--- config.mk ---
export PLATFORM = sky130hd
export DESIGN_NAME = run_list_extent_decoder_unit
export DESIGN_NICKNAME = d
export VERILOG_FILES = /design/src/rtl/rled_pkg.sv /design/src/rtl/rled_in_reg.sv /design/src/rtl/rled_core.sv /design/src/rtl/rled_res_q.sv /design/src/rtl/run_list_extent_decoder_unit.sv
export SDC_FILE = /design/constraint.sdc
export NUM_CORES = 2
export LEC_CHECK = 0
export BUFFER_PORTS_ARGS = -buffer_cell sky130_fd_sc_hd__buf_2
export CAP_MARGIN = 20
export CORE_UTILIZATION = 40
export CTS_CLUSTER_DIAMETER = 30
export DETAILED_ROUTE_END_ITERATION = 6
export GPL_TIMING_DRIVEN = 1
export MAX_ROUTING_LAYER = met4
export PLACE_DENSITY_LB_ADDON = 0.12
export SLEW_MARGIN = 40
export SYNTH_ARGS = -nofsm -noshare
export SYNTH_HDL_FRONTEND = slang
export SYNTH_SLANG_ARGS = --single-unit
--- constraint.sdc ---
create_clock -name i_clk -period 17.43 [get_ports i_clk]
set_clock_uncertainty 0.15 [all_clocks]
set_input_delay 3.486 -clock i_clk [delete_from_list [all_inputs] [get_ports i_clk]]
set_output_delay 3.486 -clock i_clk [all_outputs]
set_load 0.01 [all_outputs]
--- src/rtl/rled_pkg.sv ---
package rled_pkg;

    localparam int unsigned MAX_FIELD_BYTES = 8;
    localparam logic [3:0]  MAX_FIELD_CNT   = 4'(MAX_FIELD_BYTES);
    localparam int unsigned WORD_LANES      = 8;
    localparam int unsigned Q_DEPTH         = 4;
    localparam int unsigned Q_PTR_W         = $clog2(Q_DEPTH);
    localparam int unsigned Q_CNT_W         = $clog2(Q_DEPTH + 1);

    typedef enum logic [2:0] {
        KIND_RUN   = 3'd0,
        KIND_OK    = 3'd1,
        KIND_BAD   = 3'd2,
        KIND_TRUNC = 3'd3,
        KIND_UNDER = 3'd4,
        KIND_EMPTY = 3'd5
    } t_kind;

    typedef enum logic [1:0] {
        PH_HEADER = 2'd0,
        PH_LENGTH = 2'd1,
        PH_OFFSET = 2'd2,
        PH_DRAIN  = 2'd3
    } t_phase;

    typedef struct packed {
        t_kind       kind;
        logic [63:0] start_virtual;
        logic [63:0] cluster;
        logic [63:0] length;
        logic        sparse;
        logic        last;
    } t_result;

    typedef struct packed {
        logic [1:0] count;
        t_result    first;
        t_result    second;
    } t_push;

endpackage

--- src/rtl/rled_in_reg.sv ---
module rled_in_reg (
    input  logic       i_clk,
    input  logic       i_rst_n,
    input  logic       i_valid,
    output logic       o_ready,
    input  logic [7:0] i_data_byte,
    input  logic       i_end_of_buffer,
    input  logic       i_take,
    output logic       o_valid,
    output logic [7:0] o_data_byte,
    output logic       o_end_of_buffer
);

    logic       r_valid;
    logic [7:0] r_byte;
    logic       r_eob;
    logic       n_valid;
    logic       load;

    assign o_ready = !r_valid || i_take;
    assign load    = i_valid && o_ready;

    always_comb begin
        n_valid = r_valid;
        if (load) begin
            n_valid = 1'b1;
        end else if (i_take) begin
            n_valid = 1'b0;
        end
    end

    always_ff @(posedge i_clk) begin
        if (!i_rst_n) begin
            r_valid <= 1'b0;
        end else begin
            r_valid <= n_valid;
        end
    end

    always_ff @(posedge i_clk) begin
        if (load) begin
            r_byte <= i_data_byte;
            r_eob  <= i_end_of_buffer;
        end
    end

    assign o_valid         = r_valid;
    assign o_data_byte     = r_byte;
    assign o_end_of_buffer = r_eob;

endmodule

--- src/rtl/rled_core.sv ---
module rled_core (
    input  logic           i_clk,
    input  logic           i_rst_n,
    input  logic           i_fire,
    input  logic [7:0]     i_byte,
    input  logic           i_eob,
    output rled_pkg::t_push o_push
);

    rled_pkg::t_phase r_phase, n_phase;
    logic [3:0]       r_len_bytes, n_len_bytes;
    logic [3:0]       r_off_bytes, n_off_bytes;
    logic [3:0]       r_pos, n_pos;
    logic [63:0]      r_len_acc, n_len_acc;
    logic [63:0]      r_off_acc, n_off_acc;
    logic [63:0]      r_virt, n_virt;
    logic [63:0]      r_cluster, n_cluster;
    logic             r_any_run, n_any_run;

    logic [3:0]  ls;
    logic [3:0]  os;
    logic        hdr_zero;
    logic        hdr_bad;
    logic [3:0]  pos_inc;
    logic        len_done;
    logic        off_done;
    logic [63:0] merged_len;
    logic [63:0] merged_off;
    logic [63:0] delta;
    logic [64:0] clu_sum;
    logic        under;
    logic [63:0] run_len;
    logic [63:0] virt_sum;

    assign ls       = i_byte[3:0];
    assign os       = i_byte[7:4];
    assign hdr_zero = (i_byte == 8'd0);
    assign hdr_bad  = (ls == 4'd0) || (ls > rled_pkg::MAX_FIELD_CNT)
                   || (os > rled_pkg::MAX_FIELD_CNT);
    assign pos_inc  = r_pos + 4'd1;
    assign len_done = (pos_inc >= r_len_bytes);
    assign off_done = (pos_inc >= r_off_bytes);

    always_comb begin
        for (int k = 0; k < rled_pkg::WORD_LANES; k++) begin
            merged_len[8*k +: 8] = (3'(k) == r_pos[2:0]) ? i_byte : r_len_acc[8*k +: 8];
            merged_off[8*k +: 8] = (3'(k) == r_pos[2:0]) ? i_byte : r_off_acc[8*k +: 8];
            if (r_phase != rled_pkg::PH_OFFSET) begin
                delta[8*k +: 8] = 8'd0;
            end else if (3'(k) < r_pos[2:0]) begin
                delta[8*k +: 8] = r_off_acc[8*k +: 8];
            end else if (3'(k) == r_pos[2:0]) begin
                delta[8*k +: 8] = i_byte;
            end else begin
                delta[8*k +: 8] = {8{i_byte[7]}};
            end
        end
    end

    assign clu_sum  = {1'b0, r_cluster} + {1'b0, delta};
    assign under    = delta[63] && !clu_sum[64];
    assign run_len  = (r_phase == rled_pkg::PH_LENGTH) ? merged_len : r_len_acc;
    assign virt_sum = r_virt + run_len;

    always_comb begin
        n_phase = r_phase;
        if (i_fire) begin
            if (i_eob) begin
                n_phase = rled_pkg::PH_HEADER;
            end else begin
                case (r_phase)
                    rled_pkg::PH_HEADER: begin
                        if (hdr_zero || hdr_bad) begin
                            n_phase = rled_pkg::PH_DRAIN;
                        end else begin
                            n_phase = rled_pkg::PH_LENGTH;
                        end
                    end
                    rled_pkg::PH_LENGTH: begin
                        if (len_done) begin
                            n_phase = (r_off_bytes == 4'd0) ? rled_pkg::PH_HEADER
                                                            : rled_pkg::PH_OFFSET;
                        end
                    end
                    rled_pkg::PH_OFFSET: begin
                        if (off_done) begin
                            n_phase = under ? rled_pkg::PH_DRAIN : rled_pkg::PH_HEADER;
                        end
                    end
                    default: begin
                        n_phase = r_phase;
                    end
                endcase
            end
        end
    end

    always_comb begin
        n_len_bytes = r_len_bytes;
        n_off_bytes = r_off_bytes;
        n_pos       = r_pos;
        n_len_acc   = r_len_acc;
        n_off_acc   = r_off_acc;
        n_virt      = r_virt;
        n_cluster   = r_cluster;
        n_any_run   = r_any_run;
        if (i_fire) begin
            if (i_eob) begin
                n_len_bytes = 4'd0;
                n_off_bytes = 4'd0;
                n_pos       = 4'd0;
                n_len_acc   = '0;
                n_off_acc   = '0;
                n_virt      = '0;
                n_cluster   = '0;
                n_any_run   = 1'b0;
            end else begin
                case (r_phase)
                    rled_pkg::PH_HEADER: begin
                        if (!hdr_zero && !hdr_bad) begin
                            n_len_bytes = ls;
                            n_off_bytes = os;
                            n_pos       = 4'd0;
                            n_len_acc   = '0;
                            n_off_acc   = '0;
                        end
                    end
                    rled_pkg::PH_LENGTH: begin
                        n_len_acc = merged_len;
                        if (len_done) begin
                            n_pos = 4'd0;
                            if (r_off_bytes == 4'd0) begin
                                n_virt    = virt_sum;
                                n_any_run = 1'b1;
                            end
                        end else begin
                            n_pos = pos_inc;
                        end
                    end
                    rled_pkg::PH_OFFSET: begin
                        n_off_acc = merged_off;
                        if (off_done) begin
                            n_pos = 4'd0;
                            if (!under) begin
                                n_cluster = clu_sum[63:0];
                                n_virt    = virt_sum;
                                n_any_run = 1'b1;
                            end
                        end else begin
                            n_pos = pos_inc;
                        end
                    end
                    default: begin
                        n_pos = r_pos;
                    end
                endcase
            end
        end
    end

    always_comb begin
        o_push        = '0;
        o_push.second.kind = rled_pkg::KIND_OK;
        o_push.second.last = 1'b1;
        o_push.first.kind  = rled_pkg::KIND_RUN;
        case (r_phase)
            rled_pkg::PH_HEADER: begin
                if (hdr_zero) begin
                    o_push.count      = 2'd1;
                    o_push.first.kind = r_any_run ? rled_pkg::KIND_OK : rled_pkg::KIND_EMPTY;
                end else if (hdr_bad) begin
                    o_push.count      = 2'd1;
                    o_push.first.kind = rled_pkg::KIND_BAD;
                end else if (i_eob) begin
                    o_push.count      = 2'd1;
                    o_push.first.kind = rled_pkg::KIND_TRUNC;
                end
            end
            rled_pkg::PH_LENGTH: begin
                if (len_done && (r_off_bytes == 4'd0)) begin
                    o_push.count               = i_eob ? 2'd2 : 2'd1;
                    o_push.first.kind          = rled_pkg::KIND_RUN;
                    o_push.first.start_virtual = r_virt;
                    o_push.first.cluster       = r_cluster;
                    o_push.first.length        = merged_len;
                    o_push.first.sparse        = 1'b1;
                end else if (i_eob) begin
                    o_push.count      = 2'd1;
                    o_push.first.kind = rled_pkg::KIND_TRUNC;
                end
            end
            rled_pkg::PH_OFFSET: begin
                if (off_done && under) begin
                    o_push.count      = 2'd1;
                    o_push.first.kind = rled_pkg::KIND_UNDER;
                end else if (off_done) begin
                    o_push.count               = i_eob ? 2'd2 : 2'd1;
                    o_push.first.kind          = rled_pkg::KIND_RUN;
                    o_push.first.start_virtual = r_virt;
                    o_push.first.cluster       = clu_sum[63:0];
                    o_push.first.length        = r_len_acc;
                end else if (i_eob) begin
                    o_push.count      = 2'd1;
                    o_push.first.kind = rled_pkg::KIND_TRUNC;
                end
            end
            default: begin
                o_push.count = 2'd0;
            end
        endcase
        o_push.first.last = (o_push.count == 2'd1);
        if (!i_fire) begin
            o_push.count = 2'd0;
        end
    end

    always_ff @(posedge i_clk) begin
        if (!i_rst_n) begin
            r_phase     <= rled_pkg::PH_HEADER;
            r_len_bytes <= 4'd0;
            r_off_bytes <= 4'd0;
            r_pos       <= 4'd0;
            r_len_acc   <= '0;
            r_off_acc   <= '0;
            r_virt      <= '0;
            r_cluster   <= '0;
            r_any_run   <= 1'b0;
        end else begin
            r_phase     <= n_phase;
            r_len_bytes <= n_len_bytes;
            r_off_bytes <= n_off_bytes;
            r_pos       <= n_pos;
            r_len_acc   <= n_len_acc;
            r_off_acc   <= n_off_acc;
            r_virt      <= n_virt;
            r_cluster   <= n_cluster;
            r_any_run   <= n_any_run;
        end
    end

`ifndef SYNTHESIS
    a_eob_clears: assert property (@(posedge i_clk) disable iff (!i_rst_n)
        (i_fire && i_eob) |=> (r_phase == rled_pkg::PH_HEADER && r_virt == '0
                               && r_cluster == '0 && !r_any_run))
        else $error("state not cleared after end of buffer");

    a_pair_is_run: assert property (@(posedge i_clk) disable iff (!i_rst_n)
        (o_push.count == 2'd2) |-> (o_push.first.kind == rled_pkg::KIND_RUN && i_eob))
        else $error("second result without a closing run");

    a_drain_silent: assert property (@(posedge i_clk) disable iff (!i_rst_n)
        (r_phase == rled_pkg::PH_DRAIN) |-> (o_push.count == 2'd0))
        else $error("result while draining");

    a_run_marks_seen: assert property (@(posedge i_clk) disable iff (!i_rst_n)
        (o_push.count == 2'd1 && o_push.first.kind == rled_pkg::KIND_RUN)
        |=> (r_any_run && r_phase == rled_pkg::PH_HEADER))
        else $error("run emitted without state update");
`endif

endmodule

--- src/rtl/rled_res_q.sv ---
module rled_res_q (
    input  logic              i_clk,
    input  logic              i_rst_n,
    input  rled_pkg::t_push   i_push,
    input  logic              i_pop,
    output logic              o_room,
    output logic              o_valid,
    output rled_pkg::t_result o_head
);

    rled_pkg::t_result              r_mem [rled_pkg::Q_DEPTH];
    logic [rled_pkg::Q_PTR_W-1:0]   r_wr_ptr, n_wr_ptr;
    logic [rled_pkg::Q_PTR_W-1:0]   r_rd_ptr, n_rd_ptr;
    logic [rled_pkg::Q_CNT_W-1:0]   r_count, n_count;
    logic [rled_pkg::Q_PTR_W-1:0]   wr_ptr_nx;
    logic                           pop;

    assign pop       = i_pop && o_valid;
    assign wr_ptr_nx = r_wr_ptr + rled_pkg::Q_PTR_W'(1);
    assign n_wr_ptr  = r_wr_ptr + rled_pkg::Q_PTR_W'(i_push.count);
    assign n_rd_ptr  = pop ? r_rd_ptr + rled_pkg::Q_PTR_W'(1) : r_rd_ptr;
    assign n_count   = r_count + rled_pkg::Q_CNT_W'(i_push.count)
                     - rled_pkg::Q_CNT_W'(pop);

    always_ff @(posedge i_clk) begin
        if (!i_rst_n) begin
            r_wr_ptr <= '0;
            r_rd_ptr <= '0;
            r_count  <= '0;
        end else begin
            r_wr_ptr <= n_wr_ptr;
            r_rd_ptr <= n_rd_ptr;
            r_count  <= n_count;
        end
    end

    always_ff @(posedge i_clk) begin
        if (i_push.count != 2'd0) begin
            r_mem[r_wr_ptr] <= i_push.first;
        end
        if (i_push.count == 2'd2) begin
            r_mem[wr_ptr_nx] <= i_push.second;
        end
    end

    assign o_room  = (r_count <= rled_pkg::Q_CNT_W'(rled_pkg::Q_DEPTH - 2));
    assign o_valid = (r_count != '0);
    assign o_head  = r_mem[r_rd_ptr];

endmodule

--- src/rtl/run_list_extent_decoder_unit.sv ---
// A request's first result passes the input register, then the decode step writes it into the
// result queue, whose head drives the outputs; while the queue lacks room the byte waits.
// Throughput: one byte per cycle while the result queue has room; a byte that closes the list
// with a run yields two results at once. The 4-entry result queue sets the input backpressure.
// Reset: i_rst_n is synchronous, active low; it clears decode state, the input register and
// the result queue at once.
module run_list_extent_decoder_unit (
    input  logic        i_clk,
    input  logic        i_rst_n,
    input  logic        i_in_valid,
    output logic        o_in_ready,
    input  logic [7:0]  i_data_byte,
    input  logic        i_end_of_buffer,
    output logic        o_out_valid,
    input  logic        i_out_ready,
    output logic [2:0]  o_kind,
    output logic [63:0] o_run_start_virtual,
    output logic [63:0] o_run_cluster,
    output logic [63:0] o_run_length,
    output logic        o_sparse_run,
    output logic        o_last_result
);

    logic              req_valid;
    logic [7:0]        req_byte;
    logic              req_eob;
    logic              q_room;
    logic              fire;
    rled_pkg::t_push   push;
    rled_pkg::t_result head;

    assign fire = req_valid && q_room;

    rled_in_reg u_in_reg (
        .i_clk           (i_clk),
        .i_rst_n         (i_rst_n),
        .i_valid         (i_in_valid),
        .o_ready         (o_in_ready),
        .i_data_byte     (i_data_byte),
        .i_end_of_buffer (i_end_of_buffer),
        .i_take          (fire),
        .o_valid         (req_valid),
        .o_data_byte     (req_byte),
        .o_end_of_buffer (req_eob)
    );

    rled_core u_core (
        .i_clk   (i_clk),
        .i_rst_n (i_rst_n),
        .i_fire  (fire),
        .i_byte  (req_byte),
        .i_eob   (req_eob),
        .o_push  (push)
    );

    rled_res_q u_res_q (
        .i_clk   (i_clk),
        .i_rst_n (i_rst_n),
        .i_push  (push),
        .i_pop   (i_out_ready),
        .o_room  (q_room),
        .o_valid (o_out_valid),
        .o_head  (head)
    );

    assign o_kind              = head.kind;
    assign o_run_start_virtual = head.start_virtual;
    assign o_run_cluster       = head.cluster;
    assign o_run_length        = head.length;
    assign o_sparse_run        = head.sparse;
    assign o_last_result       = head.last;

endmodule
==> results by group <==
Outcome
  • Status: finished, final reports clean

STA
  • Headroom to the max-slew limit: 37.9%
  • Final number of setup-violating endpoints: 0
  • Clock period minus final worst setup slack: 7.83 ns
  • RSZ-0062 raised after global routing: no
  • Fin. max-slew vios: 0
  • Setup TNS: 0 ns
  • Slew of the pin with the lowest slew margin: 0.926 ns
  • Fin. Hold Viols: 0
  • Final period util: 44.9%
  • Worst hold slack: 0.298 ns
  • Fmax: 128 MHz
  • Setup ws final: 9.60 ns

Min path
  • WHS Path Cells: 2
  • Kind of path behind the tightest hold check: reg2reg
  • Min-delay src: u_res_q.r_mem[1][38]
  • WHS Endpoint: u_res_q.r_mem[1][38]

GRT
  • Largest net degree at the start of global routing: 121
  • Grt total ovfl: 0
  • Initial antenna violation count: 5
  • GRT Resource Usage Total: 29.8%
  • First-pass GRT wire length: 305000 um
  • Vias in the first global route: 47700

Setup path
  • CP bufs+invs: 6
  • Setup crit end kind: flop
  • Worst setup path startpoint: u_core.r_pos[0]
  • CP most frequent cell: buf_4
  • Slowest cell on crit path: buf_4
  • Worst Path Arrival: 8.36 ns
  • CP max stage delay: 0.74 ns
  • Worst setup path class: reg2reg
  • Largest delay contributor family on the critical path: buffers and inverters
  • Critical path required time: 17.97 ns
  • Worst R2R Path Depth: 23
  • Critical R2R Capture: u_res_q.r_mem[0][98]
  • Critical Path Fanout Max: 55
  • Crit start category: flop
  • Critical path, cell by cell: clkinv_1, ha_1, inv_1, nor2_1, buf_4, o21ai_1, a21oi_1, nor2_1, ha_1, nand4_1, nor4_1, nand3_1, o21bai_1, o21bai_1, a31oi_4, o2111ai_4, buf_4, a21oi_4, nor3_2, and3_4, buf_4, buf_4, a21oi_1
  • R2r setup slk: 9.60 ns
  • Reg2reg start: u_core.r_pos[0]

Clock tree
  • Clk_lat worst skew: 0.88 ns
  • CTS H-tree lvls: 5
  • CTS tree: yes
  • CTS Buf Count: 295
  • Post-CTS sizing: 0
  • Clock-pin slew on the worst setup and hold paths: 0.04 ns
  • CTS Sinks: 1070
  • Clock tree buffer depth: 4
  • Hold Buf Count CTS: 0
  • Root Driver: clkbuf_16
  • Post-CTS Setup Bufs: 0

Floorplanning
  • Core Box Area: 0.135 mm^2
  • Ports: 212
  • Die area: 0.138 mm^2
  • Die Wd: 371 um
  • Initial Utilization: 40.3%
  • Die H: 371 um
  • Site Rows: 135

Pwr
  • PD cells: 131 mW/mm^2
  • Max VDD drop: 0.0870 mV
  • Leak: 25.0 nW
  • Final Power: 8.71 mW

Logic synthesis
  • Post-synth EDFFs: 9
  • Cell variety after synth: 97
  • Post-Syn Area: 0.0546 mm^2
  • Post-Syn Instances: 6710
  • FF+latch count, synth: 1070
  • Main synth FF type: dfxtp_1
  • Top cell type's share of synthesized area: 38.9%
  • Ys async rst share: 0%
  • Synth area leaders: dfxtp_1, nand2_1, a21oi_1
  • Yosys warnings: 0
  • Sequential cell area fraction in the yosys report: 39.4%
  • Syn Area/Cell: 8.14 um^2
  • Post-Syn Nets: 6878
  • Dominant cell type by area after synthesis: dfxtp_1

Layout
  • Filler cells: 13100
  • # nets final: 6947
  • Fin cells: 8760
  • Register area: 0.0215 mm^2
  • Most frequent cells in the layout: nand2_1, dfxtp_1, a21oi_1
  • Final core utilization: 48.9%
  • Most common cell after layout, fill and taps aside: nand2_1
  • Cell area after layout: 0.0663 mm^2
  • Multi-input logic area: 0.0304 mm^2
  • Fraction of layout cells with a size suffix above 1: 15.8%
  • Area added between synthesis and finish: 21.4%

Placed design
  • Placer Congestion: 0.978
  • Post-DP Area: 0.0565 mm^2
  • Placed wire-length estimate: 132000 um
  • Placed cells: 8259
  • Place WS: 9.48 ns
  • Port bufs: 211

Job
  • Max-Cap Viols: 0

Drt
  • DRT Wirelength: 206000 um
  • Residual DRC count: 0
  • Total number of vias: 51000
  • Vias per cell: 5.82
  • Average routed wire per standard cell: 23.5 um
  • Drt initial violations: 5284
  • Final ANT Viol Nets: 0
  • First-pass DRT Iterations: 6
-- cell usage after synthesis (all sizes together) (40+ instances only) --
| master | number |
|---|---|
| a21oi | 1062 |
| nand4 | 64 |
| and2 | 40 |
| nand2 | 1516 |
| clkbuf | 275 |
| inv | 70 |
| o21ai | 268 |
| mux2i | 73 |
| a21o | 91 |
| mux4 | 197 |
| nor2 | 352 |
| nand3 | 486 |
| ha | 152 |
| a22oi | 87 |
| mux2 | 57 |
| buf | 281 |
| dfxtp | 1061 |
| xnor2 | 77 |
| nor3 | 75 |
-- registers in the layout, summed over array words and instances, names as in the netlist, named ones only --
register and cells:
u_res_q.r_mem 788, u_core.r_pos 4, u_res_q.r_rd_ptr 2, u_core.r_cluster 64
u_core.r_off_acc 56, u_in_reg.o_end_of_buffer 1, u_core.r_virt 64, u_in_reg.o_data_byte 8
u_core.r_len_acc 64, u_core.r_len_bytes 4, u_core.r_any_run 1, u_in_reg.o_valid 1
u_res_q.r_count 3, u_core.r_off_bytes 4, u_res_q.r_wr_ptr 2, u_core.r_phase 2
-- worst register-to-register path, cell delays in order, from the launching register on --
cell       delay [ns]
dfxtp_2          0.70
clkinv_1         0.39
ha_1             0.33
inv_1            0.14
nor2_1           0.06
buf_4            0.24
o21ai_1          0.42
a21oi_1          0.08
nor2_1           0.14
ha_1             0.37
nand4_1          0.34
nor4_1           0.33
nand3_1          0.16
o21bai_1         0.16
o21bai_1         0.19
a31oi_4          0.12
o2111ai_4        0.23
buf_4            0.36
a21oi_4          0.19
nor3_2           0.41
and3_4           0.52
buf_4            0.65
buf_4            0.76
a21oi_1          0.22
-- power breakdown --
| part | switching (mW) | internal, mW | total, mW |
|---|---|---|---|
| clock | 1.52 | 3.72 | 5.24 |
| sequential | 0.0511 | 2.52 | 2.57 |
| combinational | 0.616 | 0.286 | 0.901 |
| total | 2.19 | 6.53 | 8.71 |
-- layout make-up --
cell class	count	share of cell area [%]
inverters	74	0.430
well taps	1781	3.36
diodes	2	0.00755
clock buffers	403	12.8
clock inverters	92	1.76
flip-flops and latches	1070	32.5
repair buffers	328	3.35
multi-input cells	5010	45.8
-- kinds of logic after synthesis --
logic type               count (synthesis)  synth area share [%]
AND/OR/NAND/NOR                       2696                  21.3
AO/OA/AOI/OAI                         1717                  18.0
flip-flops                            1070                  39.4
buffers and inverters                  630                  5.25
multiplexers                           327                  10.6
adder cells (fa/ha/maj)                155                  3.59
XOR/XNOR                               115                  1.84
-- worst max path at each step --
stage	endpoint	cells after the start
2_1_floorplan	o_kind[0]	4
3_3_place_gp	u_res_q.r_mem[0][160]	24
3_5_place_dp	u_res_q.r_mem[0][173]	24
4_1_cts	u_res_q.r_mem[0][160]	24
5_1_grt	u_res_q.r_mem[1][168]	23
6_report	u_res_q.r_mem[0][98]	23
-- metal layers --
metal | share of wire (%) | GRT usage, % | up-vias | wire (um)
met2 | 43 | 42.8 | 2098 | 89400
met3 | 8.4 | 5.71 | 360 | 17200
li1 | - | - | 23800 | -
met5 | 0 | - | - | 0
met4 | 2.3 | 8.40 | 0 | 4700
met1 | 46 | 42.2 | 24800 | 94500
(Power assumes the default switching activity.)
